[src/rtl/core/wrh_pkg.sv]
package wrh_pkg;

    // request opcodes
    localparam logic OP_ADD  = 1'b0;
    localparam logic OP_READ = 1'b1;

    // fixed field widths
    localparam int SPEED_BITS      = 16;
    localparam int DIR_BITS        = 12;
    localparam int SECTOR_IDX_BITS = 4;
    localparam int SPEED_IDX_BITS  = 3;
    localparam int COUNT_OUT_BITS  = 32;

    // full circle in tenths of a degree, speed bin width in hundredths of m/s
    localparam int DIR_FULL_CIRCLE = 3600;
    localparam int SPEED_BIN_WIDTH = 200;

    // control that travels with a request down the pipeline
    typedef struct packed {
        logic                       is_read;
        logic                       rejected;
        logic [SECTOR_IDX_BITS-1:0] sector_index;
        logic [SPEED_IDX_BITS-1:0]  speed_index;
    } wrh_ctrl_t;

endpackage

[src/rtl/core/wrh_ram.sv]
module wrh_ram #(
    parameter int WIDTH = 32,
    parameter int DEPTH = 112
) (
    input  logic                     aclk,
    input  logic                     we,
    input  logic [$clog2(DEPTH)-1:0] waddr,
    input  logic [WIDTH-1:0]         wdata,
    input  logic                     re,
    input  logic [$clog2(DEPTH)-1:0] raddr,
    output logic [WIDTH-1:0]         rdata
);

    logic [WIDTH-1:0] mem [DEPTH];

    // read returns the old contents on a same-address write
    always_ff @(posedge aclk) begin
        if (we) begin
            mem[waddr] <= wdata;
        end
        if (re) begin
            rdata <= mem[raddr];
        end
    end

endmodule

[src/rtl/core/wrh_decode.sv]
module wrh_decode
    import wrh_pkg::*;
#(
    parameter int NUM_DIR_SECTORS = 16,
    parameter int NUM_SPEED_BINS  = 7,
    parameter int ADDR_BITS       = 7
) (
    input  logic                        aclk,
    input  logic                        aresetn,
    input  logic                        take,
    input  logic                        drain,
    input  logic                        s_op,
    input  logic signed [SPEED_BITS-1:0] s_speed,
    input  logic [DIR_BITS-1:0]         s_direction,
    input  logic [SECTOR_IDX_BITS-1:0]  s_read_sector,
    input  logic [SPEED_IDX_BITS-1:0]   s_read_speed_bin,
    output logic                        d1_valid,
    output wrh_ctrl_t                   d1_ctrl,
    output logic [ADDR_BITS-1:0]        rd_addr
);

    localparam int SEC_BITS  = $clog2(NUM_DIR_SECTORS);
    localparam int BIN_BITS  = $clog2(NUM_SPEED_BINS);
    // sector = dir * sectors / 3600 as an exact reciprocal multiply
    localparam int PROD_BITS = $clog2((DIR_FULL_CIRCLE - 1) * NUM_DIR_SECTORS + 1);
    localparam int SHIFT     = PROD_BITS + DIR_BITS;
    localparam longint unsigned RECIP =
        ((64'd1 << SHIFT) + DIR_FULL_CIRCLE - 1) / DIR_FULL_CIRCLE;
    localparam longint unsigned SEC_MULT = RECIP * NUM_DIR_SECTORS;
    localparam int MUL_BITS  = SHIFT + SEC_BITS + 1;

    logic [MUL_BITS-1:0] sec_prod;
    logic [SEC_BITS-1:0] sec_add;
    logic [BIN_BITS-1:0] bin_add;
    logic                dir_bad;
    logic                read_bad;

    logic                valid_reg, valid_next;
    logic [SEC_BITS-1:0] sec_reg, sec_next;
    logic [BIN_BITS-1:0] bin_reg, bin_next;
    wrh_ctrl_t           ctrl_reg, ctrl_next;

    assign sec_prod = MUL_BITS'(s_direction) * MUL_BITS'(SEC_MULT);
    assign sec_add  = sec_prod[SHIFT +: SEC_BITS];
    assign dir_bad  = s_direction >= DIR_BITS'(DIR_FULL_CIRCLE);
    assign read_bad = (8'(s_read_sector) >= 8'(NUM_DIR_SECTORS)) ||
                      (8'(s_read_speed_bin) >= 8'(NUM_SPEED_BINS));

    // speed bin: count of bin floors the speed lies above
    always_comb begin
        logic signed [SPEED_BITS-1:0] thr;
        bin_add = '0;
        for (int k = 0; k < NUM_SPEED_BINS - 1; k++) begin
            thr = SPEED_BITS'(SPEED_BIN_WIDTH * k);
            if (s_speed > thr) begin
                bin_add = bin_add + BIN_BITS'(1);
            end
        end
    end

    always_comb begin
        if (s_op == OP_READ) begin
            sec_next               = SEC_BITS'(s_read_sector);
            bin_next               = BIN_BITS'(s_read_speed_bin);
            ctrl_next.is_read      = 1'b1;
            ctrl_next.rejected     = read_bad;
            ctrl_next.sector_index = s_read_sector;
            ctrl_next.speed_index  = s_read_speed_bin;
        end else begin
            sec_next               = sec_add;
            bin_next               = bin_add;
            ctrl_next.is_read      = 1'b0;
            ctrl_next.rejected     = dir_bad;
            ctrl_next.sector_index = dir_bad ? '0 : SECTOR_IDX_BITS'(sec_add);
            ctrl_next.speed_index  = SPEED_IDX_BITS'(bin_add);
        end
    end

    always_comb begin
        valid_next = valid_reg;
        if (take) begin
            valid_next = 1'b1;
        end else if (drain) begin
            valid_next = 1'b0;
        end
    end

    always_ff @(posedge aclk) begin
        if (!aresetn) begin
            valid_reg <= 1'b0;
        end else begin
            valid_reg <= valid_next;
        end
    end

    always_ff @(posedge aclk) begin
        if (take) begin
            sec_reg  <= sec_next;
            bin_reg  <= bin_next;
            ctrl_reg <= ctrl_next;
        end
    end

    assign d1_valid = valid_reg;
    assign d1_ctrl  = ctrl_reg;
    assign rd_addr  = ADDR_BITS'(ADDR_BITS'(sec_reg) * ADDR_BITS'(NUM_SPEED_BINS)) +
                      ADDR_BITS'(bin_reg);

endmodule

[src/rtl/core/wrh_update.sv]
module wrh_update
    import wrh_pkg::*;
#(
    parameter int COUNT_BITS = 32,
    parameter int ADDR_BITS  = 7
) (
    input  logic                       aclk,
    input  logic                       aresetn,
    input  logic                       load,
    input  wrh_ctrl_t                  d1_ctrl,
    input  logic [ADDR_BITS-1:0]       rd_addr,
    input  logic [COUNT_BITS-1:0]      ram_rdata,
    output logic                       d2_open,
    output logic                       wr_en,
    output logic [ADDR_BITS-1:0]       wr_addr,
    output logic [COUNT_BITS-1:0]      wr_data,
    input  logic                       m_ready,
    output logic                       m_valid,
    output logic [SECTOR_IDX_BITS-1:0] m_sector_index,
    output logic [SPEED_IDX_BITS-1:0]  m_speed_index,
    output logic [COUNT_OUT_BITS-1:0]  m_count,
    output logic                       m_rejected
);

    logic                       v2_reg, v2_next;
    wrh_ctrl_t                  ctrl2_reg;
    logic [ADDR_BITS-1:0]       addr2_reg;

    logic                       lw_valid_reg, lw_valid_next;
    logic [ADDR_BITS-1:0]       lw_addr_reg;
    logic [COUNT_BITS-1:0]      lw_data_reg;

    logic                       mv_reg, mv_next;
    logic [SECTOR_IDX_BITS-1:0] msec_reg;
    logic [SPEED_IDX_BITS-1:0]  mspd_reg;
    logic [COUNT_OUT_BITS-1:0]  mcnt_reg, mcnt_next;
    logic                       mrej_reg;

    logic                       out_free;
    logic                       fire;
    logic                       fwd_hit;
    logic [COUNT_BITS-1:0]      cur;
    logic [COUNT_BITS-1:0]      sum;

    assign out_free = !mv_reg || m_ready;
    assign fire     = v2_reg && out_free;
    assign d2_open  = !v2_reg || out_free;

    // the ram misses a write made in the cycle of the read: take it from here
    assign fwd_hit = lw_valid_reg && (lw_addr_reg == addr2_reg);
    assign cur     = fwd_hit ? lw_data_reg : ram_rdata;
    assign sum     = (cur == '1) ? cur : cur + COUNT_BITS'(1);

    assign wr_en   = fire && !ctrl2_reg.is_read && !ctrl2_reg.rejected;
    assign wr_addr = addr2_reg;
    assign wr_data = sum;

    always_comb begin
        v2_next = v2_reg;
        if (load) begin
            v2_next = 1'b1;
        end else if (fire) begin
            v2_next = 1'b0;
        end
        mv_next = mv_reg;
        if (fire) begin
            mv_next = 1'b1;
        end else if (m_ready) begin
            mv_next = 1'b0;
        end
        lw_valid_next = lw_valid_reg || wr_en;
        if (ctrl2_reg.rejected) begin
            mcnt_next = '0;
        end else if (ctrl2_reg.is_read) begin
            mcnt_next = COUNT_OUT_BITS'(cur);
        end else begin
            mcnt_next = COUNT_OUT_BITS'(sum);
        end
    end

    always_ff @(posedge aclk) begin
        if (!aresetn) begin
            v2_reg       <= 1'b0;
            mv_reg       <= 1'b0;
            lw_valid_reg <= 1'b0;
        end else begin
            v2_reg       <= v2_next;
            mv_reg       <= mv_next;
            lw_valid_reg <= lw_valid_next;
        end
    end

    always_ff @(posedge aclk) begin
        if (load) begin
            ctrl2_reg <= d1_ctrl;
            addr2_reg <= rd_addr;
        end
        if (wr_en) begin
            lw_addr_reg <= addr2_reg;
            lw_data_reg <= sum;
        end
        if (fire) begin
            msec_reg <= ctrl2_reg.sector_index;
            mspd_reg <= ctrl2_reg.speed_index;
            mcnt_reg <= mcnt_next;
            mrej_reg <= ctrl2_reg.rejected;
        end
    end

    assign m_valid        = mv_reg;
    assign m_sector_index = msec_reg;
    assign m_speed_index  = mspd_reg;
    assign m_count        = mcnt_reg;
    assign m_rejected     = mrej_reg;

endmodule

[src/rtl/core/wind_rose_histogram.sv]
// channel   | ports                                                    | direction
// ----------+----------------------------------------------------------+----------
// request   | s_valid s_ready s_op s_speed s_direction                 | in
//           | s_read_sector s_read_speed_bin                           |
// result    | m_valid m_ready m_sector_index m_speed_index m_count     | out
//           | m_rejected                                               |
//
// one request per cycle sustained while m_ready is high; a taken request passes the
// decode stage, the counter ram read and the update/output register to its result
// the rate is set by the single counter ram: a request reads its counter, the update
// stage writes it back, and the last write is forwarded to a following request on the same bin
// after reset the ram is swept to zero, one counter after another over all
// NUM_DIR_SECTORS * NUM_SPEED_BINS counters (112 at the defaults), with s_ready low
// with m_ready low the result is held and the pipe fills; s_ready drops once
// the decode and update stages are both occupied
module wind_rose_histogram
    import wrh_pkg::*;
#(
    parameter int NUM_DIR_SECTORS = 16,
    parameter int NUM_SPEED_BINS  = 7,
    parameter int COUNT_BITS      = 32
) (
    input  logic                         aclk,
    input  logic                         aresetn,
    input  logic                         s_valid,
    output logic                         s_ready,
    input  logic                         s_op,
    input  logic signed [SPEED_BITS-1:0] s_speed,
    input  logic [DIR_BITS-1:0]          s_direction,
    input  logic [SECTOR_IDX_BITS-1:0]   s_read_sector,
    input  logic [SPEED_IDX_BITS-1:0]    s_read_speed_bin,
    output logic                         m_valid,
    input  logic                         m_ready,
    output logic [SECTOR_IDX_BITS-1:0]   m_sector_index,
    output logic [SPEED_IDX_BITS-1:0]    m_speed_index,
    output logic [COUNT_OUT_BITS-1:0]    m_count,
    output logic                         m_rejected
);

    // one counter per sector and speed bin, sector-major
    localparam int DEPTH     = NUM_DIR_SECTORS * NUM_SPEED_BINS;
    localparam int ADDR_BITS = $clog2(DEPTH);

    // clear sweep after reset
    logic                  clearing_reg, clearing_next;
    logic [ADDR_BITS-1:0]  clr_addr_reg, clr_addr_next;

    // pipeline handshake
    logic                  take;
    logic                  d1_valid;
    wrh_ctrl_t             d1_ctrl;
    logic [ADDR_BITS-1:0]  rd_addr;
    logic                  d2_open;
    logic                  d2_load;

    // counter ram ports
    logic                  ram_re;
    logic [COUNT_BITS-1:0] ram_rdata;
    logic                  ram_we;
    logic [ADDR_BITS-1:0]  ram_waddr;
    logic [COUNT_BITS-1:0] ram_wdata;
    logic                  upd_we;
    logic [ADDR_BITS-1:0]  upd_waddr;
    logic [COUNT_BITS-1:0] upd_wdata;

    // decode stage can take a request outside the clear sweep when empty or when it drains this cycle
    assign s_ready = !clearing_reg && (!d1_valid || d2_open);
    assign take    = s_valid && s_ready;
    assign d2_load = d1_valid && d2_open;

    // rejected requests never touch the ram, so their address may be out of range
    assign ram_re  = d2_load && !d1_ctrl.rejected;

    always_comb begin
        clearing_next = clearing_reg;
        clr_addr_next = clr_addr_reg;
        if (clearing_reg) begin
            clr_addr_next = clr_addr_reg + ADDR_BITS'(1);
            if (clr_addr_reg == ADDR_BITS'(DEPTH - 1)) begin
                clearing_next = 1'b0;
            end
        end
    end

    always_ff @(posedge aclk) begin
        if (!aresetn) begin
            clearing_reg <= 1'b1;
            clr_addr_reg <= '0;
        end else begin
            clearing_reg <= clearing_next;
            clr_addr_reg <= clr_addr_next;
        end
    end

    // the sweep owns the write port until it ends; no request is in flight then
    assign ram_we    = clearing_reg ? 1'b1 : upd_we;
    assign ram_waddr = clearing_reg ? clr_addr_reg : upd_waddr;
    assign ram_wdata = clearing_reg ? '0 : upd_wdata;

    wrh_decode #(
        .NUM_DIR_SECTORS (NUM_DIR_SECTORS),
        .NUM_SPEED_BINS  (NUM_SPEED_BINS),
        .ADDR_BITS       (ADDR_BITS)
    ) u_decode (
        .aclk             (aclk),
        .aresetn          (aresetn),
        .take             (take),
        .drain            (d2_load),
        .s_op             (s_op),
        .s_speed          (s_speed),
        .s_direction      (s_direction),
        .s_read_sector    (s_read_sector),
        .s_read_speed_bin (s_read_speed_bin),
        .d1_valid         (d1_valid),
        .d1_ctrl          (d1_ctrl),
        .rd_addr          (rd_addr)
    );

    wrh_ram #(
        .WIDTH (COUNT_BITS),
        .DEPTH (DEPTH)
    ) u_counts (
        .aclk  (aclk),
        .we    (ram_we),
        .waddr (ram_waddr),
        .wdata (ram_wdata),
        .re    (ram_re),
        .raddr (rd_addr),
        .rdata (ram_rdata)
    );

    wrh_update #(
        .COUNT_BITS (COUNT_BITS),
        .ADDR_BITS  (ADDR_BITS)
    ) u_update (
        .aclk           (aclk),
        .aresetn        (aresetn),
        .load           (d2_load),
        .d1_ctrl        (d1_ctrl),
        .rd_addr        (rd_addr),
        .ram_rdata      (ram_rdata),
        .d2_open        (d2_open),
        .wr_en          (upd_we),
        .wr_addr        (upd_waddr),
        .wr_data        (upd_wdata),
        .m_ready        (m_ready),
        .m_valid        (m_valid),
        .m_sector_index (m_sector_index),
        .m_speed_index  (m_speed_index),
        .m_count        (m_count),
        .m_rejected     (m_rejected)
    );

    // no counter update may collide with the clear sweep
    a_no_update_in_clear: assert property (@(posedge aclk) disable iff (!aresetn)
        clearing_reg |-> !upd_we)
        else $error("counter update during clear sweep");

    // a taken request is held in the decode stage on the next cycle
    a_take_lands: assert property (@(posedge aclk) disable iff (!aresetn)
        take |=> d1_valid)
        else $error("taken request lost before decode stage");

    // the sweep ends only after the last counter was cleared
    a_clear_complete: assert property (@(posedge aclk) disable iff (!aresetn)
        $fell(clearing_reg) |-> $past(clr_addr_reg) == ADDR_BITS'(DEPTH - 1))
        else $error("clear sweep ended early");

endmodule

[config.mk]
export PLATFORM = sky130hd
export DESIGN_NAME = wind_rose_histogram
export DESIGN_NICKNAME = d
export VERILOG_FILES = /design/src/rtl/core/wrh_pkg.sv /design/src/rtl/core/wrh_ram.sv /design/src/rtl/core/wrh_decode.sv /design/src/rtl/core/wrh_update.sv /design/src/rtl/core/wind_rose_histogram.sv
export SDC_FILE = /design/constraint.sdc
export NUM_CORES = 2
export LEC_CHECK = 0
export BUFFER_PORTS_ARGS = -buffer_cell sky130_fd_sc_hd__buf_2
export CELL_PAD_IN_SITES_DETAIL_PLACEMENT = 2
export CELL_PAD_IN_SITES_GLOBAL_PLACEMENT = 2
export CORE_ASPECT_RATIO = 0.8
export CORE_UTILIZATION = 46
export CTS_CLUSTER_DIAMETER = 100
export CTS_CLUSTER_SIZE = 28
export DETAILED_ROUTE_END_ITERATION = 8
export GPL_TIMING_DRIVEN = 0
export PLACE_DENSITY = 0.71
export SLEW_MARGIN = 40
export SYNTH_ARGS = -nofsm -noshare
export SYNTH_HDL_FRONTEND = slang
export SYNTH_SLANG_ARGS = --single-unit
[constraint.sdc]
create_clock -name aclk -period 8.9 [get_ports aclk]
set_clock_uncertainty 0.2 [all_clocks]
set_input_delay 0.445 -clock aclk [delete_from_list [all_inputs] [get_ports aclk]]
set_output_delay 0.445 -clock aclk [all_outputs]
set_load 0.01 [all_outputs]
==> qor.yml <==
die:
  die_h_um: 509.2
  fp.dieW_um: 636.0
  start_util: 0.4641
  fp-row-count: 185
  pin_count: 82
  core_area_sq_um: 318700
  die-area_sq_um: 323800
synthesis:
  synth_top_flop_cell: "edfxtp_1"
  netlist_instances: 6751
  synth-edff-count: 3724
  syn_nets: 6936
  syn_avg_cell_area_sq_um: 21.91
  yosysWarnings: 0
  synth_cell_types: 72
  ys_async_sr_fraction: 0
  synth_seq_area_share: 0.7577
  ys_ff_latch: 3736
  synth_area_sq_um: 147900
clock_tree:
  post-cts-setup-buffers: 0
  numCtsBuffers: 160
  path_clk_slew_ns: 0.12
  ctsResizeCount: 0
  clkLatencyLatePin_ns: 0.95
  cts_tree: "done"
  clockBufferDepth: 4
  h-tree-depth: 4
  cts-root-buf: "clkbuf_16"
  clock-sinks: 3736
  postCtsHoldBufs: 10
pwr:
  leakagePower_nw: 50.02
  p_per_area_nw_per_um2: 175.0
  max-vdd-ir-drop_v: 0.0001565
  power.total_mw: 29.09
setup_path:
  r2r-start: "u_update.wr_addr[1]"
  critPathKind: "reg -> reg"
  startpoint: "u_update.wr_addr[1]"
  crit_fanout: 13
  end_kind: "flip-flop"
  critPathArrivalTime_ns: 8.72
  required_ns: 9.42
  start_kind: "flip-flop"
hold_path:
  min_path_type: "in -> reg"
  worstHoldStart: "s_speed[7]"
cells_and_area:
  fin_nets: 7555
  multi_input_area_sq_um: 35200
  drive_gt1_frac: 0.2803
  nFillCells: 26758
  largest-register: "u_counts.mem"
  final_cell_mix: "edfxtp_1 (3,724), mux4_2 (998), nand2_1 (273), buf_2 (235), mux2i_1 (181)"
  layout_commonest_cell: "edfxtp_1"
  largest_reg_flops: 3584
  seq_area_sq_um: 112100
  area_delta_synth_final_pct: 12.42
sta:
  setup_viol: 0
  slew_headroom: 0.2983
  whs_ns: 0.1629
  tns_ns: 0
  rsz0062_at_grt: "false"
  period_needed_ns: 8.203
  finalCritPeriodShare: 0.9217
  max_freq_mhz: 121.9
  finalWorstSetupSlack_ns: 0.6966
  worst_pin_slew_ns: 1.053
  hold_viol_final: 0
  final_max_slew_viol_count: 0
routing:
  drt_iter0_markers: 13334
  drc: 1
  wl_per_cell_um: 49.67
  dr_total_vias: 83352
  postRouteAntennaNets: 0
  vias_per_cell: 7.164
  wl_um: 577900
  firstDrtPassIters: 9
place:
  dp_slack_ns: 1.381
  routabilityCongestion: 0.9888
  portBuffers: 80
  hpwl_um: 382700
global_routing:
  grt_pass1_wl_um: 773200
  grt_max_degree: 62
  antenna_found_initial: 62
  grt_pass1_vias: 84322
  grtUsageTotal: 0.3536
  grt_overflow: 0
run:
  max_cap_violations: 0
run_status:
  status: "complete, but fails checks"
  failed_checks: "design-rule violations"
-- final timing paths --
check,cells after the start,slack [ns],endpoint
min,5,0.16,u_decode.d1_ctrl[1]
max,22,0.70,u_counts.mem[25][10]
min reg2reg,0,0.21,u_update.m_sector_index[3]
max reg2reg,22,0.70,u_counts.mem[25][10]
-- final cells by class --
class                   count  area share
flip-flops and latches   3736      0.6740
multi-input cells        2552      0.2117
repair buffers            457     0.04417
well taps                4207     0.03166
clock buffers             193     0.02521
plain buffers             355     0.01002
inverters                 108    0.002438
clock inverters             6   0.0005267
diodes                     21   0.0003160
-- cells in the mapped netlist (14+ instances only) --
master / number / area [sq um]
mux4_2: 998 / 22480
nand2_1: 279 / 1047
ha_1: 108 / 1351
a211oi_1: 15 / 112.6
o21a_1: 67 / 503.0
inv_1: 106 / 397.9
fa_1: 37 / 740.7
and2_1: 38 / 237.7
mux2_2: 36 / 405.4
buf_2: 126 / 630.6
nor3_1: 43 / 215.2
nand3_1: 33 / 165.2
edfxtp_1: 3724 / 111800
and3_1: 20 / 125.1
xor2_1: 14 / 122.6
nor2_1: 201 / 754.5
buf_1: 19 / 71.32
o21ai_0: 34 / 170.2
xnor2_1: 56 / 490.5
a21oi_1: 41 / 205.2
a221o_1: 30 / 300.3
o211ai_1: 16 / 120.1
a32oi_1: 59 / 516.8
a2111oi_0: 33 / 289.0
clkbuf_1: 192 / 720.7
nand4_1: 25 / 156.4
a32o_1: 35 / 350.3
mux2i_1: 183 / 1832
buf_4: 18 / 135.1
-- layer usage --
metal,up-vias,routed length [um],part of all wire,track usage
met1,45472,211900,0.37,0.4717
met3,1525,66430,0.11,0.09003
li1,29458,-,-,-
met4,44,32120,0.056,0.1541
met2,6853,267000,0.46,0.5564
met5,-,514,0.00089,0
-- stage by stage --
| stage | cells | instance area [sq um] | utilization |
|---|---|---|---|
| 2_1_floorplan | 6751 | 147900 | - |
| 3_3_place_gp | 11038 | 153600 | 0.4818 |
| 3_5_place_dp | 11401 | 161700 | 0.5074 |
| 4_1_cts | 11610 | 166100 | 0.5211 |
| 5_1_grt | 11620 | 166200 | 0.5216 |
| 6_report | 11635 | 166300 | 0.5217 |
-- kinds of logic (layout without fill, tap and decap cells) --
kind of cell             count (synthesis)  count (layout)  share of synthesized area
AO/OA/AOI/OAI                          418             418                    0.02220
XOR/XNOR                                73              73                   0.004560
adder cells (fa/ha/maj)                145             145                    0.01414
buffers and inverters                  463            1119                    0.01327
flip-flops                            3736            3736                     0.7577
multiplexers                          1217            1217                     0.1671
other                                    0              21                          0
AND/OR/NAND/NOR                        699             699                    0.02107
-- power by group --
part | internal [mW] | total, mW | switching [mW] | leakage (nW)
clock network | 3.43 | 9.29 | 5.86 | 2.09
logic | 0.251 | 0.704 | 0.453 | 15.2
registers | 19.1 | 19.1 | 0.0205 | 32.7
-- critical path: stages, from the launching register on --
cell and delay (ns):
edfxtp_1 0.64, xnor2_1 0.40, and4_1 0.59, buf_2 0.39, nand2_1 0.36, buf_2 0.38, mux2i_2 0.63, inv_1 0.14
ha_1 0.33, and2_1 0.24, nand3_1 0.20, nor2_1 0.11, a21oi_1 0.62, clkbuf_1 0.52, nor2_1 0.16, nor3_2 0.24
buf_4 0.26, buf_4 0.21, buf_4 0.20, buf_4 0.28, buf_4 0.30, buf_4 0.23, buf_2 0.25
(Power assumes the default switching activity.)
